[src/sspg_pkg.sv]
// Types, constants and the sine table generator of the stripe shader pixel generator.
`timescale 1ns / 1ps

package sspg_pkg;

    localparam int COORD_W    = 12;
    localparam int DIM_W      = 13;
    localparam int NORM_W     = 16;
    localparam int DIV_STAGES = 4;
    localparam int DIV_STEPS  = NORM_W / DIV_STAGES;

    localparam int TURN_W      = 16;
    localparam int PHASE_W     = 26;
    localparam int PHASE_SHIFT = 24;
    localparam int PROD_W      = NORM_W + 1 + PHASE_W;
    localparam logic [PHASE_W-1:0] PHASE_K      = 26'd53403537;
    localparam logic [TURN_W-1:0]  QUARTER_TURN = 16'h4000;

    localparam int SINE_ENTRIES = 1024;
    localparam int SINE_AW      = $clog2(SINE_ENTRIES);
    localparam int IDX_SHIFT    = TURN_W - 2 - SINE_AW;
    localparam int BANK_AW      = 8;
    localparam int BANK_DEPTH   = 1 << BANK_AW;
    localparam int N_BANKS      = SINE_ENTRIES / BANK_DEPTH;
    localparam int SEL_W        = SINE_AW - BANK_AW;
    localparam int SAMPLE_W     = 15;
    localparam longint unsigned HALF_PI_Q30 = 64'd1686629713;

    localparam int CHAN_W = 8;
    localparam logic [CHAN_W-1:0] ALPHA = 8'hFF;
    localparam logic [TURN_W:0]   BIAS  = 17'd32768;

    localparam int ADDR_W     = 24;
    localparam int PROD_A_W   = COORD_W + DIM_W;
    localparam int PIPE_DEPTH = 8;
    localparam int ADDR_DELAY = PIPE_DEPTH - 2;

    localparam int CFG_IDX_W = 2;
    localparam logic [DIM_W-1:0] CFG_RESET = 13'd512;

    typedef enum logic [CFG_IDX_W-1:0] {
        CFG_WIDTH  = 2'd0,
        CFG_HEIGHT = 2'd1,
        CFG_STRIDE = 2'd2
    } t_cfg_idx;

    typedef struct packed {
        logic [COORD_W-1:0] pixel_x;
        logic [COORD_W-1:0] pixel_y;
    } t_pix_in;

    typedef struct packed {
        logic [31:0]       pixel_word;
        logic [ADDR_W-1:0] store_address;
    } t_pix_out;

    function automatic logic [SAMPLE_W-1:0] sine_rom_val(input int unsigned i);
        int unsigned      v_i;
        longint unsigned  v_a;
        longint unsigned  v_x2;
        longint unsigned  v_term;
        longint           v_sum;
        longint unsigned  v_val;
        v_i    = (i > SINE_ENTRIES) ? SINE_ENTRIES : i;
        v_a    = (HALF_PI_Q30 * longint'(v_i)) / SINE_ENTRIES;
        v_x2   = (v_a * v_a) >> 30;
        v_sum  = longint'(v_a);
        v_term = ((v_a * v_x2) >> 30) / 6;
        v_sum  = v_sum - longint'(v_term);
        v_term = ((v_term * v_x2) >> 30) / 20;
        v_sum  = v_sum + longint'(v_term);
        v_term = ((v_term * v_x2) >> 30) / 42;
        v_sum  = v_sum - longint'(v_term);
        v_term = ((v_term * v_x2) >> 30) / 72;
        v_sum  = v_sum + longint'(v_term);
        v_term = ((v_term * v_x2) >> 30) / 110;
        v_sum  = v_sum - longint'(v_term);
        if (v_sum < 0) begin
            v_sum = 0;
        end
        v_val = (longint'(v_sum) * 64'd32767 + 64'd536870912) >> 30;
        if (v_val > 64'd32767) begin
            v_val = 64'd32767;
        end
        return v_val[SAMPLE_W-1:0];
    endfunction

    localparam logic [SAMPLE_W-1:0] ROM_TOP = sine_rom_val(SINE_ENTRIES);

endpackage

[src/sspg_div.sv]
// Pipelined restoring divider forming a Q0.16 normalized coordinate.
`timescale 1ns / 1ps

module sspg_div import sspg_pkg::*; (
    input  logic               i_clk,
    input  logic [COORD_W-1:0] i_coord,
    input  logic [DIM_W-1:0]   i_dim,
    output logic [NORM_W-1:0]  o_norm
);

    logic [DIM_W-1:0]  w_rem_in [DIV_STAGES];
    logic [NORM_W-1:0] w_q_in   [DIV_STAGES];
    logic              w_sat_in [DIV_STAGES];
    logic [DIM_W-1:0]  n_rem    [DIV_STAGES];
    logic [NORM_W-1:0] n_q      [DIV_STAGES];
    logic [DIM_W-1:0]  r_rem    [DIV_STAGES];
    logic [NORM_W-1:0] r_q      [DIV_STAGES];
    logic              r_sat    [DIV_STAGES];

    assign w_rem_in[0] = {1'b0, i_coord};
    assign w_q_in[0]   = '0;
    assign w_sat_in[0] = ({1'b0, i_coord} >= i_dim);

    for (genvar g = 1; g < DIV_STAGES; g++) begin : g_link
        assign w_rem_in[g] = r_rem[g-1];
        assign w_q_in[g]   = r_q[g-1];
        assign w_sat_in[g] = r_sat[g-1];
    end

    for (genvar g = 0; g < DIV_STAGES; g++) begin : g_stage
        always_comb begin
            logic [DIM_W-1:0]  v_rem;
            logic [NORM_W-1:0] v_q;
            logic [DIM_W:0]    v_part;
            v_rem = w_rem_in[g];
            v_q   = w_q_in[g];
            for (int j = 0; j < DIV_STEPS; j++) begin
                v_part = {v_rem, 1'b0};
                if (v_part >= {1'b0, i_dim}) begin
                    v_part = v_part - {1'b0, i_dim};
                    v_q    = {v_q[NORM_W-2:0], 1'b1};
                end else begin
                    v_q    = {v_q[NORM_W-2:0], 1'b0};
                end
                v_rem = v_part[DIM_W-1:0];
            end
            n_rem[g] = v_rem;
            n_q[g]   = v_q;
        end

        always_ff @(posedge i_clk) begin
            r_rem[g] <= n_rem[g];
            r_q[g]   <= n_q[g];
            r_sat[g] <= w_sat_in[g];
        end
    end

    assign o_norm = r_sat[DIV_STAGES-1] ? '1 : r_q[DIV_STAGES-1];

endmodule

[config.mk]
export PLATFORM = sky130hd
export DESIGN_NAME = sspg_div
export DESIGN_NICKNAME = d
export VERILOG_FILES = /design/src/sspg_pkg.sv /design/src/sspg_div.sv
export SDC_FILE = /design/constraint.sdc
export NUM_CORES = 1
export LEC_CHECK = 0
export BUFFER_PORTS_ARGS = -buffer_cell sky130_fd_sc_hd__buf_2
export CAP_MARGIN = 15
export CORE_MARGIN = 3
export CORE_UTILIZATION = 39
export CTS_CLUSTER_SIZE = 8
export DETAILED_ROUTE_END_ITERATION = 10
export GPL_TIMING_DRIVEN = 0
export SETUP_SLACK_MARGIN = 0.5
export SYNTH_ARGS = -nofsm -noshare
export SYNTH_HDL_FRONTEND = slang
export SYNTH_SLANG_ARGS = --single-unit
[constraint.sdc]
create_clock -name i_clk -period 10 [get_ports i_clk]
set_input_delay 1 -clock i_clk [delete_from_list [all_inputs] [get_ports i_clk]]
set_output_delay 1 -clock i_clk [all_outputs]
set_load 0.01 [all_outputs]
==> results of run 1 <==
cell families (layout without fill, tap and decap cells):
kind of cell | count (synthesis) | count (layout)
adder cells (fa/ha/maj) | 211 | 211
buffers and inverters | 121 | 305
flip-flops | 83 | 83
multiplexers | 95 | 95
AND/OR/NAND/NOR | 571 | 571
AO/OA/AOI/OAI | 554 | 554
XOR/XNOR | 111 | 111
registers in the layout, indices dropped and copies added (netlist names):
| register | flops |
|---|---|
| r_sat | 4 |
| r_q | 40 |
| r_rem | 39 |
worst min path at each step:
stage	cells past startpoint	to	slack, ns
floorplan	0	r_q[1][4]	0.31
global placement	0	r_q[2][8]	0.31
detailed placement	0	r_q[3][10]	0.31
CTS	0	r_q[3][11]	0.33
global route	0	r_q[2][8]	0.33
finish	0	r_q[2][11]	0.33
placed cells by master (no fill, tap or decap), drive strengths merged, types with 33 or more instances in the layout:
cell / count
mux2: 73
o21ai: 117
buf: 193
or2: 36
a21o: 44
xnor2: 78
xor2: 33
dfxtp: 83
ha: 207
o21a: 38
nor3: 45
nand2: 103
nand3: 53
a21oi: 133
inv: 67
nor2: 169
metrics by stage:
stage	worst slack (ns)	instance area (sq um)	util [%]	instances	hold WS, ns
CTS	0.506	15900	47.2	2326	0.329
global route	0.383	16900	50.0	2378	0.332
global placement	-2.06	14400	42.5	2235	0.310
detailed placement	-2.14	14400	42.5	2235	0.312
finish	0.756	16900	50.0	2378	0.328
floorplan	0.518	13600	-	1746	0.310
layer usage:
metal	part of all wire [%]	wire length [um]	vias to the layer above	GRT usage [%]
li1	-	-	6913	-
met3	4.0	1840	93	2.81
met5	0	0	-	0
met4	3.4	1570	0	7.59
met2	47	21500	321	41.2
met1	45	20800	6689	31.0
layout make-up:
type	count	area, sq um	share of cell area (%)
buffer	43	387	2.29
clock buffer	10	239	1.41
clock inverter	6	48.8	0.289
inverter	78	360	2.13
multi-input combinational	1542	12300	72.8
sequential	83	1660	9.84
tap	448	561	3.32
timing repair buffer	168	1330	7.89
timing repair:
item / in CTS / in global routing
pin swaps: 29 / 57
endpoints found under the setup margin: 44 / 43
buffers inserted: 74 / 52
cloned: 1 / 0
resized for setup: 149 / 126
==> impl_results.md, run 1 <==
* Outcome: finished, final reports clean
* Clk buf depth at 2
* Die X at 192 um
* Layout fillers at around 3200
* Min-Delay Path Class: reg -> reg
* Mux cell area share after synthesis at 7.76%
* Pin count of the biggest net entering global routing at 16
* Clock tree from TritonCTS: done
* Drt initial violations at 961
* Most Frequent Cell on Critical Path: a21o_1
* Vias at 14000
* Clock transition at path regs at roughly 0.070 ns
* Synth warn at 0
* DRC violations left at 0
* Site Rows at 67
* Die area at 0.0367 sq mm
* CP peak stage delay at roughly 0.34 ns
* Simple-gate share of the synthesized area at 21.2%
* I/O pin cnt at between 40 and 50
* First-pass GRT wire length at 70.0 mm
* Clock Latency Late Sink at around 0.36 ns
* Crit path launch type: primary input
* CP max stage cell: ha_1
* Antenna violations before repair at 0
* Cells after Synth at 1746
* Period utilization at 92.4%
* Layout cells sized above 1 at 26.0%
* Crit path DAT at 9.48 ns
* Fmax at around 110 MHz
* Core Box Area at 0.0338 sq mm
* Global route overflow at 0
* WP data required at around 10 ns
* Seq cells post-synth at 83
* Post-Synth XOR/XNOR Area at 7.23%
* Vias in the first global route at 13200
* Synth Area in Compound Gates at 28.0%
* Hold Violations, Final at 0
* Synth Area in Adders at 19.9%
* R2r endpoint: r_rem[1][11]
* Worst R2R Path Depth at 41
* Top FF cell, synth: dfxtp_1
* Setup_tns at 0 ns
* DR vias/cell at 5.89
* Avg Cell Area, Syn at 7.70 sq um
* Hold wc startpoint: r_q[1][7]
* Post-Syn Nets at roughly 2000
* Fraction of registers with async set/reset at 0%
* Max-slew violations at 0
* IO Port Bufs at 41
* Worst reg2reg startpoint: r_rem[0][0]
* Layout area overhead at 25.7%
* CP endpoint kind: register
* CP max FO at 10
* Final setup viols at 0
* WS Path Type: in -> reg
* Post-route ant nets at 0
* RSZ-0062 raised after global routing: false
* Final GP Congestion at 0.903
* Die height at between 150 and 200 um
* Largest cells by area after synthesis: ha_1 (19%), dfxtp_1 (12%), mux2_2 (6.0%), xnor2_1 (5.1%), a21oi_1 (5.0%)
* Hold_buf cts at 0
* Post-synthesis cell type count at 82
* Post-synth top area share at 19.3%
* Worst setup path endpoint: r_rem[1][11]
* Drt total wl at around 46 mm
* Most frequent cell after synthesis: ha_1
* Seq/Total Area, Yosys at 12.4%
* Drt pass-1 iters at 5
* Final net count at 2162
* Largest family of logic cells by synthesized area: compound AO/OA/AOI/OAI gates
* Synth area leader: ha_1
* Fin crit period at slightly above 9 ns
* FF-to-FF setup slack at 1.28 ns
* CTS sink count at 83
* Measured slew at the worst slew-check pin at 0.833 ns
* Levels on crit path at 43
* Initial core utilization at 39.8%
* Worst Path Buf+Inv at 11
* DPL Wire Length at 31.9 mm
* Mapped cell area at 0.0134 sq mm
* Worst setup startpoint: i_dim[7]
* Delay-heaviest family, CP: compound AO/OA/AOI/OAI gates
* Ant. Diodes at 0
* Post-synth EDFFs at 0
* Top cells by count, synth: ha_1 (207), nor2_1 (165), a21oi_1 (133)
* Tot GR Track Use at 23.9%
* CTS root buffer: clkbuf_16
* Clock skew at 0.0104 ns
* Slew HR at roughly 44%
* MaxCap Viol Count at 0
* Wire per inst at 19.2 um
* H-tree depth at 3
* CTS buffer count at 9
Power of run 1 is not shown: default switching activity piles up to over one toggle a cycle in this logic, so the estimate is an artifact.
==> inputs of run 2 (changes only) <==
Settings changed: REMOVE_ABC_BUFFERS from default to 1.
==> run 2 against run 1 <==
Against the previous run:
- final cell count fell by 1.7%
- critical path type unchanged
- global-route usage fell by 0.65 points
- via count fell by 0.76%
- largest cell class unchanged
- critical path depth fell by 1
- core utilization fell by 1.7 points
- first-iteration DRC count rose by 5.4%
- maximum frequency fell by 1.0%
- wire length fell by 2.5%
==> impl_results.md, run 2 (synthesis results as in run 1) <==
* Tot GR Track Use at 23.2% (-0.65 points)
* Fin crit period at 9.34 ns (+0.0975 ns)
* RSZ-0062 raised after global routing: false
* Largest reg by FF count: r_q
* DRC violations left at 0 (unchanged)
* Crit path launch type: primary input
* Final setup viols at 0 (unchanged)
* Layout cells sized above 1 at 24.2% (-1.9 points)
* CTS sink count at 83 (unchanged)
* Clk buf depth at 2 (unchanged)
* Die X at 192 um (unchanged)
* Biggest regs: r_q: 40 flops, r_rem: 39 flops, r_sat: 4 flops
* Layout area overhead at 21.4%
* Vias at 13900 (-0.76%)
* Setup_tns at 0 ns (unchanged)
* MaxCap Viol Count at 0 (unchanged)
* CP max FO at 13 (+3)
* DR vias/cell at 5.95 (+0.98%)
* Vias in the first global route at 13100 (-0.80%)
* Clock Latency Late Sink at 0.36 ns (about the same)
* Clock skew at 0.0167 ns (+0.00632 ns)
* Clock tree from TritonCTS: done
* Period utilization at 93.4% (+0.97 points)
* CP endpoint kind: register
* Drt total wl at 44.6 mm (-2.5%)
* Most common cell after layout, fill and taps aside: ha_1
* CP max stage cell: o211ai_1
* Fmax at 107 MHz (-1.0%)
* Hold_buf cts at 0 (unchanged)
* Global route overflow at 0 (unchanged)
* Final net count at 2120 (-1.9%)
* Post-route ant nets at 0 (unchanged)
* Antenna violations before repair at 2 (+2)
* DRT met1 WL at 19.4 mm (-6.8%)
* I/O pin cnt at 42 (unchanged)
* WP data required at 10.23 ns (about the same)
* Most frequent cells in the layout: ha_1 (181), nor2_1 (157), a21oi_1 (120), buf_4 (111), o21ai_0 (102)
* Most Frequent Cell on Critical Path: buf_4
* Post-Place Worst Slack at -4.43 ns (-2.29 ns)
* Met3 Wirelength at 2.78 mm (+51%)
* Final GP Congestion at 0.880 (-2.5%)
* Crit path DAT at 9.57 ns (+0.09 ns)
* Measured slew at the worst slew-check pin at 0.954 ns (+0.122 ns)
* Clock transition at path regs at 0.06 ns (about the same)
* Die height at 192 um (unchanged)
* Site Rows at 67 (unchanged)
* H-tree depth at 3 (unchanged)
* Hold Violations, Final at 0 (unchanged)
* Final core occ at 48.3% (-1.7 points)
* CTS root buffer: clkbuf_16
* CTS buffer count at 9 (unchanged)
* Final worst slack at 0.659 ns (-0.0975 ns)
* Outcome: finished, final reports clean
* Initial core utilization at 39.8% (unchanged)
* Die area at 0.0367 sq mm (unchanged)
* Slew HR at 36.3% (-7.5 points)
* Drt initial violations at 1013 (+5.4%)
* Max-slew violations at 0 (unchanged)
* WS Path Type: in -> reg
* Uppermost layer routed: met5
* Met2 routed WL at 20.4 mm (-5.2%)
* Min-Delay Path Class: reg -> reg
* IO Port Bufs at 41 (unchanged)
* Pin count of the biggest net entering global routing at 46 (+30)
* Core Box Area at 0.0338 sq mm (unchanged)
* DPL Wire Length at 29.8 mm (-6.5%)
* Wire per inst at 19.1 um (-0.81%)
* First-pass GRT wire length at 68.2 mm (-2.6%)
* CP peak stage delay at 0.39 ns (+0.05 ns)
* Max FFs per register at 40 (unchanged)
* Drt pass-1 iters at 7 (+2)
-- run 2: worst paths after layout --
path                                  start  slack, ns  cells past startpoint          end
worst max-delay path               i_dim[2]       0.66                     42  r_rem[0][8]
worst min-delay path              r_q[1][2]       0.33                      0    r_q[2][6]
worst max register to register  r_rem[1][0]       1.30                     36  r_rem[2][3]
worst min register to register    r_q[1][2]       0.33                      0    r_q[2][6]
-- run 2: per-stage QoR --
stage / hold slack, ns / instance area, sq um / std cells
6_report: 0.326 / 16300 / 2337
5_1_grt: 0.329 / 16300 / 2336
4_1_cts: 0.329 / 15400 / 2289
3_5_place_dp: 0.312 / 14100 / 2195
3_3_place_gp: 0.310 / 14000 / 2192
2_1_floorplan: 0.310 / 13200 / 1703
-- run 2: what timing repair did --
action | 4_1_cts | 5_1_grt
gates cloned | 3 | 5
endpoints found under the setup margin | 46 | 43
setup buffers | 75 | 42
gates resized for setup | 111 | 108
pin swaps | 23 | 49
-- run 2: metal layers --
metal / track usage, % / up-vias
met5: 0 / -
met3: 4.64 / 126
met1: 29.4 / 6553
met2: 38.7 / 419
li1: - / 6808
met4: 9.29 / 4
-- run 2: layout make-up --
cell class              count  area, sq um
multi-input cells        1547        12200
flip-flops and latches     83         1660
diodes                      1         2.50
inverters                  78          389
repair inverters            2         12.5
well taps                 448          561
clock buffers              10          239
fillers                  3256        17500
clock inverters             6         47.5
repair buffers            162         1240
-- run 2: worst max-delay path: cells and delay by family --
family / cells / cell delay [ns]
adders and majority gates: 4 / 1.23
buffers and inverters: 10 / 1.42
and+or+nand+nor: 8 / 1.26
AOI/OAI and AO/OA: 17 / 3.70
muxes: 3 / 0.95
Power of run 2 is left out for the same reason.
